<file path="config.mk">
export PLATFORM = sky130hd
export DESIGN_NAME = rpc_frame_field_splitter
export DESIGN_NICKNAME = d
export VERILOG_FILES = /design/src/rtl/rfs_pkg.sv /design/src/rtl/rfs_parser.sv /design/src/rtl/rpc_frame_field_splitter.sv
export SDC_FILE = /design/constraint.sdc
export NUM_CORES = 1
export LEC_CHECK = 0
export ABC_AREA = 1
export BUFFER_PORTS_ARGS = -buffer_cell sky130_fd_sc_hd__buf_2
export CORE_ASPECT_RATIO = 0.75
export CORE_MARGIN = 2
export CORE_UTILIZATION = 35
export DETAILED_ROUTE_END_ITERATION = 8
export PLACE_DENSITY = 0.64
export SLEW_MARGIN = 20
export SYNTH_ARGS = -nofsm -noshare
export SYNTH_HDL_FRONTEND = slang
export SYNTH_SLANG_ARGS = --single-unit
export TNS_END_PERCENT = 20
</file>
<file path="constraint.sdc">
create_clock -name clk -period 2.46 [get_ports clk]
set_input_delay 0.492 -clock clk [delete_from_list [all_inputs] [get_ports clk]]
set_output_delay 0.492 -clock clk [all_outputs]
set_load 0.01 [all_outputs]
</file>
<file path="src/rtl/rfs_pkg.sv">
// Shared types and character constants of the RPC frame field splitter.
`default_nettype none

package rfs_pkg;

    // Characters the parser reacts to
    localparam logic [7:0] CH_NUL    = 8'h00;
    localparam logic [7:0] CH_SPACE  = 8'h20;
    localparam logic [7:0] CH_QUOTE  = 8'h22;
    localparam logic [7:0] CH_COMMA  = 8'h2C;
    localparam logic [7:0] CH_TWO    = 8'h32;
    localparam logic [7:0] CH_THREE  = 8'h33;
    localparam logic [7:0] CH_FOUR   = 8'h34;
    localparam logic [7:0] CH_LBRACK = 8'h5B;
    localparam logic [7:0] CH_RBRACK = 8'h5D;
    localparam logic [7:0] CH_LBRACE = 8'h7B;
    localparam logic [7:0] CH_RBRACE = 8'h7D;

    typedef enum logic [3:0] {
        PH_BEGIN    = 4'd0,
        PH_TYPE     = 4'd1,
        PH_UNIQUE   = 4'd2,
        PH_ACTION   = 4'd3,
        PH_ECODE    = 4'd4,
        PH_EDESC    = 4'd5,
        PH_PAYSTART = 4'd6,
        PH_PAYOBJ   = 4'd7,
        PH_PAYARR   = 4'd8,
        PH_DONE     = 4'd9
    } phase_t;

    typedef enum logic [2:0] {
        TAG_NONE    = 3'd0,
        TAG_UID     = 3'd1,
        TAG_ACTION  = 3'd2,
        TAG_ECODE   = 3'd3,
        TAG_EDESC   = 3'd4,
        TAG_PAYLOAD = 3'd5
    } tag_t;

    typedef enum logic [1:0] {
        KIND_UNKNOWN = 2'd0,
        KIND_CALL    = 2'd1,
        KIND_RESULT  = 2'd2,
        KIND_ERROR   = 2'd3
    } kind_t;

    typedef enum logic [1:0] {
        ERR_NONE  = 2'd0,
        ERR_START = 2'd1,
        ERR_TYPE  = 2'd2,
        ERR_NEST  = 2'd3
    } err_t;

    // Input transfer payload
    typedef struct packed {
        logic [7:0] char_in;
        logic       frame_last;
    } in_item_t;

    // Result transfer payload
    typedef struct packed {
        logic [2:0] field_tag;
        logic [7:0] field_byte;
        logic [1:0] msg_kind;
        logic       frame_end;
        logic       frame_ok;
        logic [1:0] parse_error;
    } out_item_t;

    // Parse state apart from the nesting counter
    typedef struct packed {
        phase_t phase;
        logic   in_quotes;
        kind_t  kind;
        logic   closed_seen;
        err_t   error;
        logic   halted;
    } parse_state_t;

    localparam parse_state_t STATE_RESET = '{
        phase:       PH_BEGIN,
        in_quotes:   1'b0,
        kind:        KIND_UNKNOWN,
        closed_seen: 1'b0,
        error:       ERR_NONE,
        halted:      1'b0
    };

endpackage

`default_nettype wire

</file>
<file path="src/rtl/rfs_parser.sv">
// Per-byte parse step and the parse state registers of the frame splitter.
`default_nettype none

module rfs_parser
    import rfs_pkg::*;
#(
    parameter int MAX_NESTING = 255
)
(
    input  wire logic      clk,
    input  wire logic      rst_n,
    input  wire logic      step_en,
    input  wire in_item_t  item,
    output out_item_t      result
);

    localparam int DepthWidth = $clog2(MAX_NESTING + 1);
    localparam logic [DepthWidth-1:0] MaxDepth = DepthWidth'(MAX_NESTING);

    parse_state_t          state_reg, state_next;
    logic [DepthWidth-1:0] depth_reg, depth_next;

    // Step helpers
    logic       txt_on;
    tag_t       txt_tag;
    phase_t     txt_phase;
    logic       txt_keep;
    logic       pay_on;
    logic [7:0] pay_open;
    logic [7:0] pay_close;
    tag_t       tag;
    logic [7:0] ch;
    logic       at_limit;

    assign ch       = item.char_in;
    assign at_limit = (depth_reg >= MaxDepth);

    // One parse step
    always_comb
    begin
        state_next = state_reg;
        depth_next = depth_reg;
        tag        = TAG_NONE;
        txt_on     = 1'b0;
        txt_tag    = TAG_NONE;
        txt_phase  = state_reg.phase;
        txt_keep   = 1'b0;
        pay_on     = 1'b0;
        pay_open   = CH_LBRACE;
        pay_close  = CH_RBRACE;

        if (!state_reg.halted)
        begin
            if (ch == CH_NUL)
            begin
                state_next.halted = 1'b1;
            end
            else
            begin
                unique case (state_reg.phase)
                    PH_BEGIN:
                    begin
                        if (ch == CH_LBRACK)
                        begin
                            state_next.phase = PH_TYPE;
                        end
                        else if (ch != CH_SPACE)
                        begin
                            state_next.error  = ERR_START;
                            state_next.halted = 1'b1;
                        end
                    end
                    PH_TYPE:
                    begin
                        priority if (ch == CH_SPACE)
                        begin
                        end
                        else if (ch == CH_COMMA)
                        begin
                            state_next.phase = PH_UNIQUE;
                        end
                        else if (ch == CH_TWO)
                        begin
                            state_next.kind = KIND_CALL;
                        end
                        else if (ch == CH_THREE)
                        begin
                            state_next.kind = KIND_RESULT;
                        end
                        else if (ch == CH_FOUR)
                        begin
                            state_next.kind = KIND_ERROR;
                        end
                        else
                        begin
                            state_next.error  = ERR_TYPE;
                            state_next.halted = 1'b1;
                        end
                    end
                    PH_UNIQUE:
                    begin
                        txt_on   = 1'b1;
                        txt_tag  = TAG_UID;
                        txt_keep = (state_reg.kind == KIND_UNKNOWN);
                        unique case (state_reg.kind)
                            KIND_CALL:   txt_phase = PH_ACTION;
                            KIND_RESULT: txt_phase = PH_PAYSTART;
                            default:     txt_phase = PH_ECODE;
                        endcase
                    end
                    PH_ACTION:
                    begin
                        txt_on    = 1'b1;
                        txt_tag   = TAG_ACTION;
                        txt_phase = PH_PAYSTART;
                    end
                    PH_ECODE:
                    begin
                        txt_on    = 1'b1;
                        txt_tag   = TAG_ECODE;
                        txt_phase = PH_EDESC;
                    end
                    PH_EDESC:
                    begin
                        txt_on    = 1'b1;
                        txt_tag   = TAG_EDESC;
                        txt_phase = PH_PAYSTART;
                    end
                    PH_PAYSTART:
                    begin
                        if (ch == CH_LBRACE || ch == CH_LBRACK)
                        begin
                            if (at_limit)
                            begin
                                state_next.error  = ERR_NEST;
                                state_next.halted = 1'b1;
                            end
                            else
                            begin
                                depth_next       = depth_reg + 1'b1;
                                state_next.phase = (ch == CH_LBRACE) ? PH_PAYOBJ
                                                                     : PH_PAYARR;
                                tag              = TAG_PAYLOAD;
                            end
                        end
                    end
                    PH_PAYOBJ:
                    begin
                        pay_on    = 1'b1;
                        pay_open  = CH_LBRACE;
                        pay_close = CH_RBRACE;
                    end
                    PH_PAYARR:
                    begin
                        pay_on    = 1'b1;
                        pay_open  = CH_LBRACK;
                        pay_close = CH_RBRACK;
                    end
                    default:
                    begin
                        // after the payload only a closing bracket matters
                        if (ch == CH_RBRACK)
                        begin
                            state_next.closed_seen = 1'b1;
                        end
                    end
                endcase

                // Text fields: quotes toggle, unquoted comma ends the field unless the message kind is still unknown
                if (txt_on)
                begin
                    priority if (!state_reg.in_quotes && ch == CH_SPACE)
                    begin
                    end
                    else if (ch == CH_QUOTE)
                    begin
                        state_next.in_quotes = !state_reg.in_quotes;
                    end
                    else if (!state_reg.in_quotes && ch == CH_COMMA)
                    begin
                        if (!txt_keep)
                        begin
                            state_next.phase = txt_phase;
                        end
                    end
                    else
                    begin
                        tag = txt_tag;
                    end
                end

                // Payload: count only the bracket kind that opened it
                if (pay_on)
                begin
                    if (ch == pay_open && at_limit)
                    begin
                        state_next.error  = ERR_NEST;
                        state_next.halted = 1'b1;
                    end
                    else
                    begin
                        if (ch == pay_open)
                        begin
                            depth_next = depth_reg + 1'b1;
                        end
                        else if (ch == pay_close && depth_reg != '0)
                        begin
                            depth_next = depth_reg - 1'b1;
                        end
                        if (depth_next == '0)
                        begin
                            state_next.phase = PH_DONE;
                        end
                        tag = TAG_PAYLOAD;
                    end
                end
            end
        end

        // Result shows the state after this byte, before any frame clear
        result.field_tag   = tag;
        result.field_byte  = (tag != TAG_NONE) ? ch : 8'h00;
        result.msg_kind    = state_next.kind;
        result.frame_end   = item.frame_last;
        result.frame_ok    = state_next.closed_seen && (state_next.error == ERR_NONE);
        result.parse_error = state_next.error;

        if (item.frame_last)
        begin
            state_next = STATE_RESET;
            depth_next = '0;
        end
    end

    // State registers
    always_ff @(posedge clk or negedge rst_n)
    begin
        if (!rst_n)
        begin
            state_reg <= STATE_RESET;
            depth_reg <= '0;
        end
        else if (step_en)
        begin
            state_reg <= state_next;
            depth_reg <= depth_next;
        end
    end

    // Checks
    a_depth_bound: assert property (@(posedge clk) disable iff (!rst_n)
        depth_reg <= MaxDepth)
        else $error("nesting depth beyond bound");

    a_payload_open: assert property (@(posedge clk) disable iff (!rst_n)
        (state_reg.phase == PH_PAYOBJ || state_reg.phase == PH_PAYARR) |-> depth_reg != '0)
        else $error("inside payload with zero depth");

    a_frame_clear: assert property (@(posedge clk) disable iff (!rst_n)
        (step_en && item.frame_last) |=> (state_reg == STATE_RESET && depth_reg == '0))
        else $error("state not cleared after last byte of frame");

endmodule

`default_nettype wire

</file>
<file path="src/rtl/rpc_frame_field_splitter.sv">
// RPC frame field splitter top level: input register, parse step, result register.
// A byte transferred in is held in the input register, then parsed on its way into the result register.
// Throughput: one byte per cycle while results are taken; the parse state updates once per byte in a single step.
// A waiting result does not stop intake while the input register is free to move.
// Reset (rst_n low, asynchronous) empties both registers and returns the parser to
// the start of a frame; the last byte of each frame does the same to the parse state.
`default_nettype none

module rpc_frame_field_splitter
    import rfs_pkg::*;
#(
    parameter int MAX_NESTING = 255
)
(
    input  wire logic      clk,
    input  wire logic      rst_n,
    input  wire logic      char_valid,
    output logic           char_ready,
    input  wire in_item_t  char_item,
    output logic           res_valid,
    input  wire logic      res_ready,
    output out_item_t      res_item
);

    logic      s1_valid_reg, s1_valid_next;
    in_item_t  s1_item_reg;
    logic      res_valid_reg, res_valid_next;
    out_item_t res_item_reg;
    out_item_t step_result;
    logic      res_load;

    // Handshake: move the input register on whenever the result slot frees
    assign res_load   = s1_valid_reg && (!res_valid_reg || res_ready);
    assign char_ready = !s1_valid_reg || res_load;
    assign res_valid  = res_valid_reg;
    assign res_item   = res_item_reg;

    // Parse step between the two registers
    rfs_parser #(
        .MAX_NESTING (MAX_NESTING)
    ) u_parser (
        .clk     (clk),
        .rst_n   (rst_n),
        .step_en (res_load),
        .item    (s1_item_reg),
        .result  (step_result)
    );

    // Valid flags next values
    always_comb
    begin
        s1_valid_next = s1_valid_reg;
        if (char_valid && char_ready)
        begin
            s1_valid_next = 1'b1;
        end
        else if (res_load)
        begin
            s1_valid_next = 1'b0;
        end

        res_valid_next = res_valid_reg;
        if (res_load)
        begin
            res_valid_next = 1'b1;
        end
        else if (res_ready)
        begin
            res_valid_next = 1'b0;
        end
    end

    // Control registers
    always_ff @(posedge clk or negedge rst_n)
    begin
        if (!rst_n)
        begin
            s1_valid_reg  <= 1'b0;
            res_valid_reg <= 1'b0;
        end
        else
        begin
            s1_valid_reg  <= s1_valid_next;
            res_valid_reg <= res_valid_next;
        end
    end

    // Payload registers
    always_ff @(posedge clk)
    begin
        if (char_valid && char_ready)
        begin
            s1_item_reg <= char_item;
        end
        if (res_load)
        begin
            res_item_reg <= step_result;
        end
    end

    // Checks
    a_byte_untagged: assert property (@(posedge clk) disable iff (!rst_n)
        (res_valid_reg && res_item_reg.field_tag == TAG_NONE) |-> res_item_reg.field_byte == 8'h00)
        else $error("untagged result carries a byte");

    a_ok_no_error: assert property (@(posedge clk) disable iff (!rst_n)
        (res_valid_reg && res_item_reg.frame_ok) |-> res_item_reg.parse_error == ERR_NONE)
        else $error("frame ok while an error is set");

    a_error_untagged: assert property (@(posedge clk) disable iff (!rst_n)
        (res_valid_reg && res_item_reg.parse_error != ERR_NONE)
            |-> res_item_reg.field_tag == TAG_NONE)
        else $error("byte tagged after a parse error");

    a_load_fills: assert property (@(posedge clk) disable iff (!rst_n)
        res_load |=> (res_valid_reg && res_item_reg.frame_end == $past(s1_item_reg.frame_last)))
        else $error("result register missed a parse step");

endmodule

`default_nettype wire

</file>
# == Word-level counts from Yosys, hierarchy flattened ==
# Index checks and enable logic that the tools add are counted.
# op_classes
n_eq_ne,25
addsub,2
n_mux,87
magnitude_cmp,1
reduce_logical,30
# ops
op,n
$mux W8,18
$mux W3,22
$eq A8 B6 Y1 const B,6
$mux W4,12
$eq A8 B7 Y1 const B,3
$pmux W4 S3,2
$mux W11,2
$mux W1,17
$eq A4 B3 Y1 const B,4
$eq A8 B8 Y1,2
$logic_not A8 Y1,2
$mux W2,6
$mux W6,2
$pmux W3 S4,1
$mux W10,1
$mux W5,2
$pmux W3 S3,1
$reduce_or A9 Y1,1
$add A8 B1 Y8 const B,1
$eq A4 B2 Y1 const B,2
$ge A8 B8 Y1 const B,1
$ne A8 B6 Y1 const B,1
$reduce_bool A2 Y1,4
$reduce_bool A8 Y1,1
other kinds (17),31
# totals
regBits,47
output_inout_bits,19
word_cells,162

# == Logic depth before layout (Yosys ltp) ==
# logic_depth
word_depth,20
mapped_depth,16
depth_no_buf,16

# == Hierarchy ==
# A second synthesis with hierarchy kept.
# unflattened
hier_cells,453
hier_area_um2,3279.4
# by_module_without_submodules
module,area_each_um2,seq_area_each_um2,cells_per_inst,n_inst
rfs_parser,2403.6,475.5,415,1
rpc_frame_field_splitter,875.8,830.8,38,1

# == Worst setup path before layout ==
# OpenSTA, ideal clock, no wires.
# synth_path
path_type,register to register
from,register u_parser.depth_reg[0]
to,"register res_item_reg, in the netlist res_item[10] (data pin)"
path_buffers,1
required_ps,2210
path_slack_ps,530
path_stages_with_launch,14
synth_period_minus_slack_ps,1930
t_arrival_ps,1680
cell_sequence,dfrtp_1 > ha_1 > nand2_2 > nor2_4 > nand2_2 > inv_2 > nand3_2 > nand2_2 > buf_4 > nand3_1 > nand2_1 > nand3_2 > nand2_1 > inv_1
# synth_between
elab_chain_cells,13
word_cells_on_any_way,14
cone_classes,1 x order compare; 11 x mux; 2 x reduce/logical
# synth_rtl
element,line,source
"start, declared",rfs_parser.sv:21,"logic [DepthWidth-1:0] depth_reg, depth_next;"
"start signal, assigned",rfs_parser.sv:246,depth_reg <= depth_next;
$ge A8 B8 Y1 (*),rfs_parser.sv:36,assign at_limit = (depth_reg >= MaxDepth);
$mux W3,rfs_parser.sv:133,if (at_limit)
$mux W3,rfs_parser.sv:131,if (ch == CH_LBRACE || ch == CH_LBRACK)
$mux W3,rfs_parser.sv:60,unique case (state_reg.phase)
$mux W3,rfs_parser.sv:179,else if (!state_reg.in_quotes && ch == CH_COMMA)
$mux W3,rfs_parser.sv:175,else if (ch == CH_QUOTE)
$mux W3,rfs_parser.sv:172,priority if (!state_reg.in_quotes && ch == CH_SPACE)
$mux W3,rfs_parser.sv:170,if (txt_on)
$mux W3,rfs_parser.sv:195,if (ch == pay_open && at_limit)
$mux W3 (*),rfs_parser.sv:193,if (pay_on)
$mux W3 (*),rfs_parser.sv:54,if (ch == CH_NUL)
$mux W3 (*),rfs_parser.sv:52,if (!state_reg.halted)
$reduce_bool A3 Y1 (*),rfs_parser.sv:222,result.field_byte = (tag != TAG_NONE) ? ch : 8'h00;
"end signal, assigned",rpc_frame_field_splitter.sv:97,res_item_reg <= step_result;
"end, declared",rpc_frame_field_splitter.sv:28,out_item_t res_item_reg;
# Every way passes the cells marked *; elsewhere a longest branch is shown, timed or not.
# A chain may end at the register's enable or synchronous reset.

# == Worst setup path in the final report ==
# layout_path
from,register u_parser.depth_reg[0]
to,register u_parser.state_reg[7] (netlist bit)
# layout_between
elab_chain_cells,17
word_cells_on_any_way,30
cone_classes,2 x add/sub; 1 x order compare; 23 x mux; 4 x reduce/logical
# layout_rtl
element,line,source
$add A8 B1 Y8 or $ge A8 B8 Y1 (tied branches),"rfs_parser.sv:140, rfs_parser.sv:204, rfs_parser.sv:36",
$mux W8,rfs_parser.sv:133,
$mux W8,rfs_parser.sv:131,
$mux W8,rfs_parser.sv:60,
$mux W8,rfs_parser.sv:206,else if (ch == pay_close && depth_reg != '0)
$mux W8,rfs_parser.sv:202,if (ch == pay_open)
$mux W8,rfs_parser.sv:195,
$mux W8,rfs_parser.sv:193,
$mux W8,rfs_parser.sv:54,
$mux W8,rfs_parser.sv:52,
$logic_not A8 Y1,rfs_parser.sv:210,if (depth_next == '0)
$mux W4,rfs_parser.sv:210,
$mux W4,rfs_parser.sv:195,
$mux W4 (*),rfs_parser.sv:193,
$mux W10 (*),rfs_parser.sv:54,
$mux W11 (*),rfs_parser.sv:52,
$mux W11 (*),rfs_parser.sv:228,if (item.frame_last)
"end signal, assigned",rfs_parser.sv:245,state_reg <= state_next;
"end, declared",rfs_parser.sv:20,"parse_state_t state_reg, state_next;"
# Every way passes the cells marked *; elsewhere a longest branch is shown, timed or not. The select of a mux whose other input is x is not followed.

==> out/qor.yml <==
grt_pass1_vias: 2807
switchingPower_uw: 571.7
worst_pin_slew_ps: 831.1
grt_usage: 0.1735
timing.rr.end: "u_parser.state_reg[7]"
antenna_found_initial: 0
ys_types: 38
syn_area_per_cell_um2: 7.426
drive_above_1_share: 0.2115
via_per_inst: 4.759
r2r_cells: 16
final_antenna_net_count: 0
yosysMostFrequentCell: "nand2_1"
synth_largest_area_cell: "edfxtp_1"
grt_max_degree: 22
cts_root_buffer: "clkbuf_16"
rows: 30
synth-async-reset-ratio: 0.4468
routed_wl_mm: 8.167
cts.clk_slew.worst_paths_ps: 70
hp-class: "input port to asynchronous set/reset pin"
io_pins: 32
drt_iter0_drc: 205
fp.dieW_um: 116.3
grt_pass1_wl_mm: 13.90
core_area_um2: 9121
synth_area_um2: 3312
status: "complete, no violations"
firstDrtPassIters: 6
clk_path_buf_depth: 2
fmax_mhz: 446.7
maxSlewViolCount: 0
fin_crit_sh: 0.9100
yosysWarnings: 0
drv_cap: 0
p_int_uw: 1503
timing.final.ws_setup_ps: 221.4
grt_setup_unrepaired: "false"
postCtsSetupRepairBufs: 0
hold_ws_ps: 166.4
min_period_ps: 2239
layout.nets: 505
yosys-top-cells-count: "132 x nand2_1, 55 x inv_1, 45 x nor2_1"
power.share.sequential: 0.458
cts_buffers: 5
fin_skew_ps: 6.142
ys.flop_type: "edfxtp_1"
crit_path_max_fanout: 11
max_slew_margin: 0.4439
area_growth_pct: 15.45
dieHeight_um: 88.25
cts_num_sinks: 47
crit_arrival_ps: 2480
h-tree-depth: 2
cts_tree: "done"
p_leak_uw: 0.001955
worstReg2RegStart: "u_parser.depth_reg[0]"
largest_register_ffs: 17
ff2ff_setup_slack_ps: 220
p_per_area_nw_per_um2: 542.5
pre_cts_slack_ps: 117.7
setup_viol: 0
diodes: 0
dp_hpwl_mm: 6.429
wl_per_cell_um: 13.28
yosysSeqAreaShare: 0.3944
clkPwrFrac: 0.382
power_frac_comb: 0.160
irDropWorstVdd_mv: 0.2679
num_vias: 2927
finalSetupTns_ps: 0
critPathKind: "register to register"
start_kind: "register"
cp-end-kind: "register"
synth_area_leaders: "edfxtp_1 24%, dfrtp_1 16%, nand2_1 15%"
synth-edff-count: 26
dp_cells: 607
route.detailed.drc: 0
synth_top_area_share: 0.2357
port_buffers: 31
worstPathRequired_ps: 2700
p_sw_frac: 0.2756
place_congestion: 0.9551
hold_viol_final: 0
die-area_um2: 10270
clk_latency_ps: 290
grt_overflow_total: 0
postSynthCellCount: 446
synth_fp_nets: 465
stdcell_count: 615
ys_ff_latch: 47
initial_utilization: 0.3631
worst max-delay path: stages, from the launching register on:
cell and delay (ps):
dfrtp_1 420, ha_1 250, nand2_2 100, nor2_4 60, nand2_2 150, inv_2 90
nand3_2 100, nand2_4 120, inv_4 140, nand2_1 80, nor2_2 90, nand2_1 70
nor2_2 150, nand3_2 150, nand2_1 100, nand2_1 50, nand2_1 80
layout make-up:
| class | count | area, um2 |
|---|---|---|
| Inverter | 67 | 254.0 |
| Fill cell | 914 | 5298 |
| Sequential cell | 47 | 1306 |
| Timing Repair Buffer | 36 | 192.7 |
| Multi-Input combinational cell | 329 | 1739 |
| Clock inverter | 3 | 46.29 |
| Clock buffer | 5 | 125.1 |
| Tap cell | 128 | 160.2 |
what timing repair did:
item,in CTS,in global routing
endpoints found under the setup margin,0,13
gates resized for setup,0,3
endpoints found under the hold margin,0,0
hold buffers,0,0
kinds of logic (layout without fill, tap and decap cells):
kind of cell | count (synthesis) | count (layout) | synth area share
and+or+nand+nor | 264 | 264 | 0.3891
xor gates and xnor gates | 8 | 8 | 0.02342
DFF | 47 | 47 | 0.3944
AOI/OAI and AO/OA | 51 | 51 | 0.08690
adders and majority gates | 6 | 6 | 0.02267
buffers and inverters | 70 | 111 | 0.08349
routing by layer:
layer | global-route usage | wire [um] | share of wire
met5 | 0 | 0 | 0
met4 | 0.03896 | 51 | 0.0062
met3 | 0.03973 | 477 | 0.058
met2 | 0.2479 | 3404 | 0.42
met1 | 0.2655 | 4234 | 0.52
how the worst max path moves through the flow:
| stage | from | to | slack [ps] | cells past startpoint |
|---|---|---|---|---|
| after floorplan | u_parser.depth_reg[0] | res_item[10] | 530 | 13 |
| after global placement | u_parser.depth_reg[0] | u_parser.state_reg[7] | 120 | 16 |
| after detailed placement | u_parser.depth_reg[0] | u_parser.state_reg[7] | 120 | 16 |
| after CTS | u_parser.depth_reg[0] | u_parser.state_reg[7] | 110 | 16 |
| after global routing | s1_item_reg[5] | res_item[8] | 7 | 12 |
| final | u_parser.depth_reg[0] | u_parser.state_reg[7] | 220 | 16 |
layout by cell type (no fill, tap or decap), types with 2 or more instances in the layout:
cell type / n
buf_2: 31
clkbuf_16: 5
o21ai_0: 25
nand2_1: 132
buf_4: 5
inv_1: 55
xor2_1: 6
o21ai_1: 5
nor2_1: 45
nor2_8: 2
nand3_4: 2
nand4_1: 7
o22ai_1: 5
edfxtp_1: 26
nor3_1: 3
nand3_2: 5
nor2_4: 4
nor3_2: 2
nand2_4: 6
nand2_2: 10
nor2_2: 13
inv_2: 11
nor4_1: 2
a21oi_1: 10
dfrtp_1: 21
ha_1: 6
nand3b_1: 2
nand3_1: 28
per-stage QoR:
stage          area, um2  power (uW)    util
6_report            3824        2074  0.4192
5_1_grt             3824        2173  0.4192
4_1_cts             3812        2096  0.4180
3_5_place_dp        3641        1299  0.3992
3_3_place_gp        3641        1291  0.3992
2_1_floorplan       3312        1159       -
power groups by stage:
stage	Combinational [uW]	Clock, uW	Sequential, uW
final	331	793	950
after global routing	372	843	958
after CTS	332	812	951
after detailed placement	331	0	968
after global placement	326	0	966
after floorplan	175	0	984
Power figures use the tool's default switching activity.
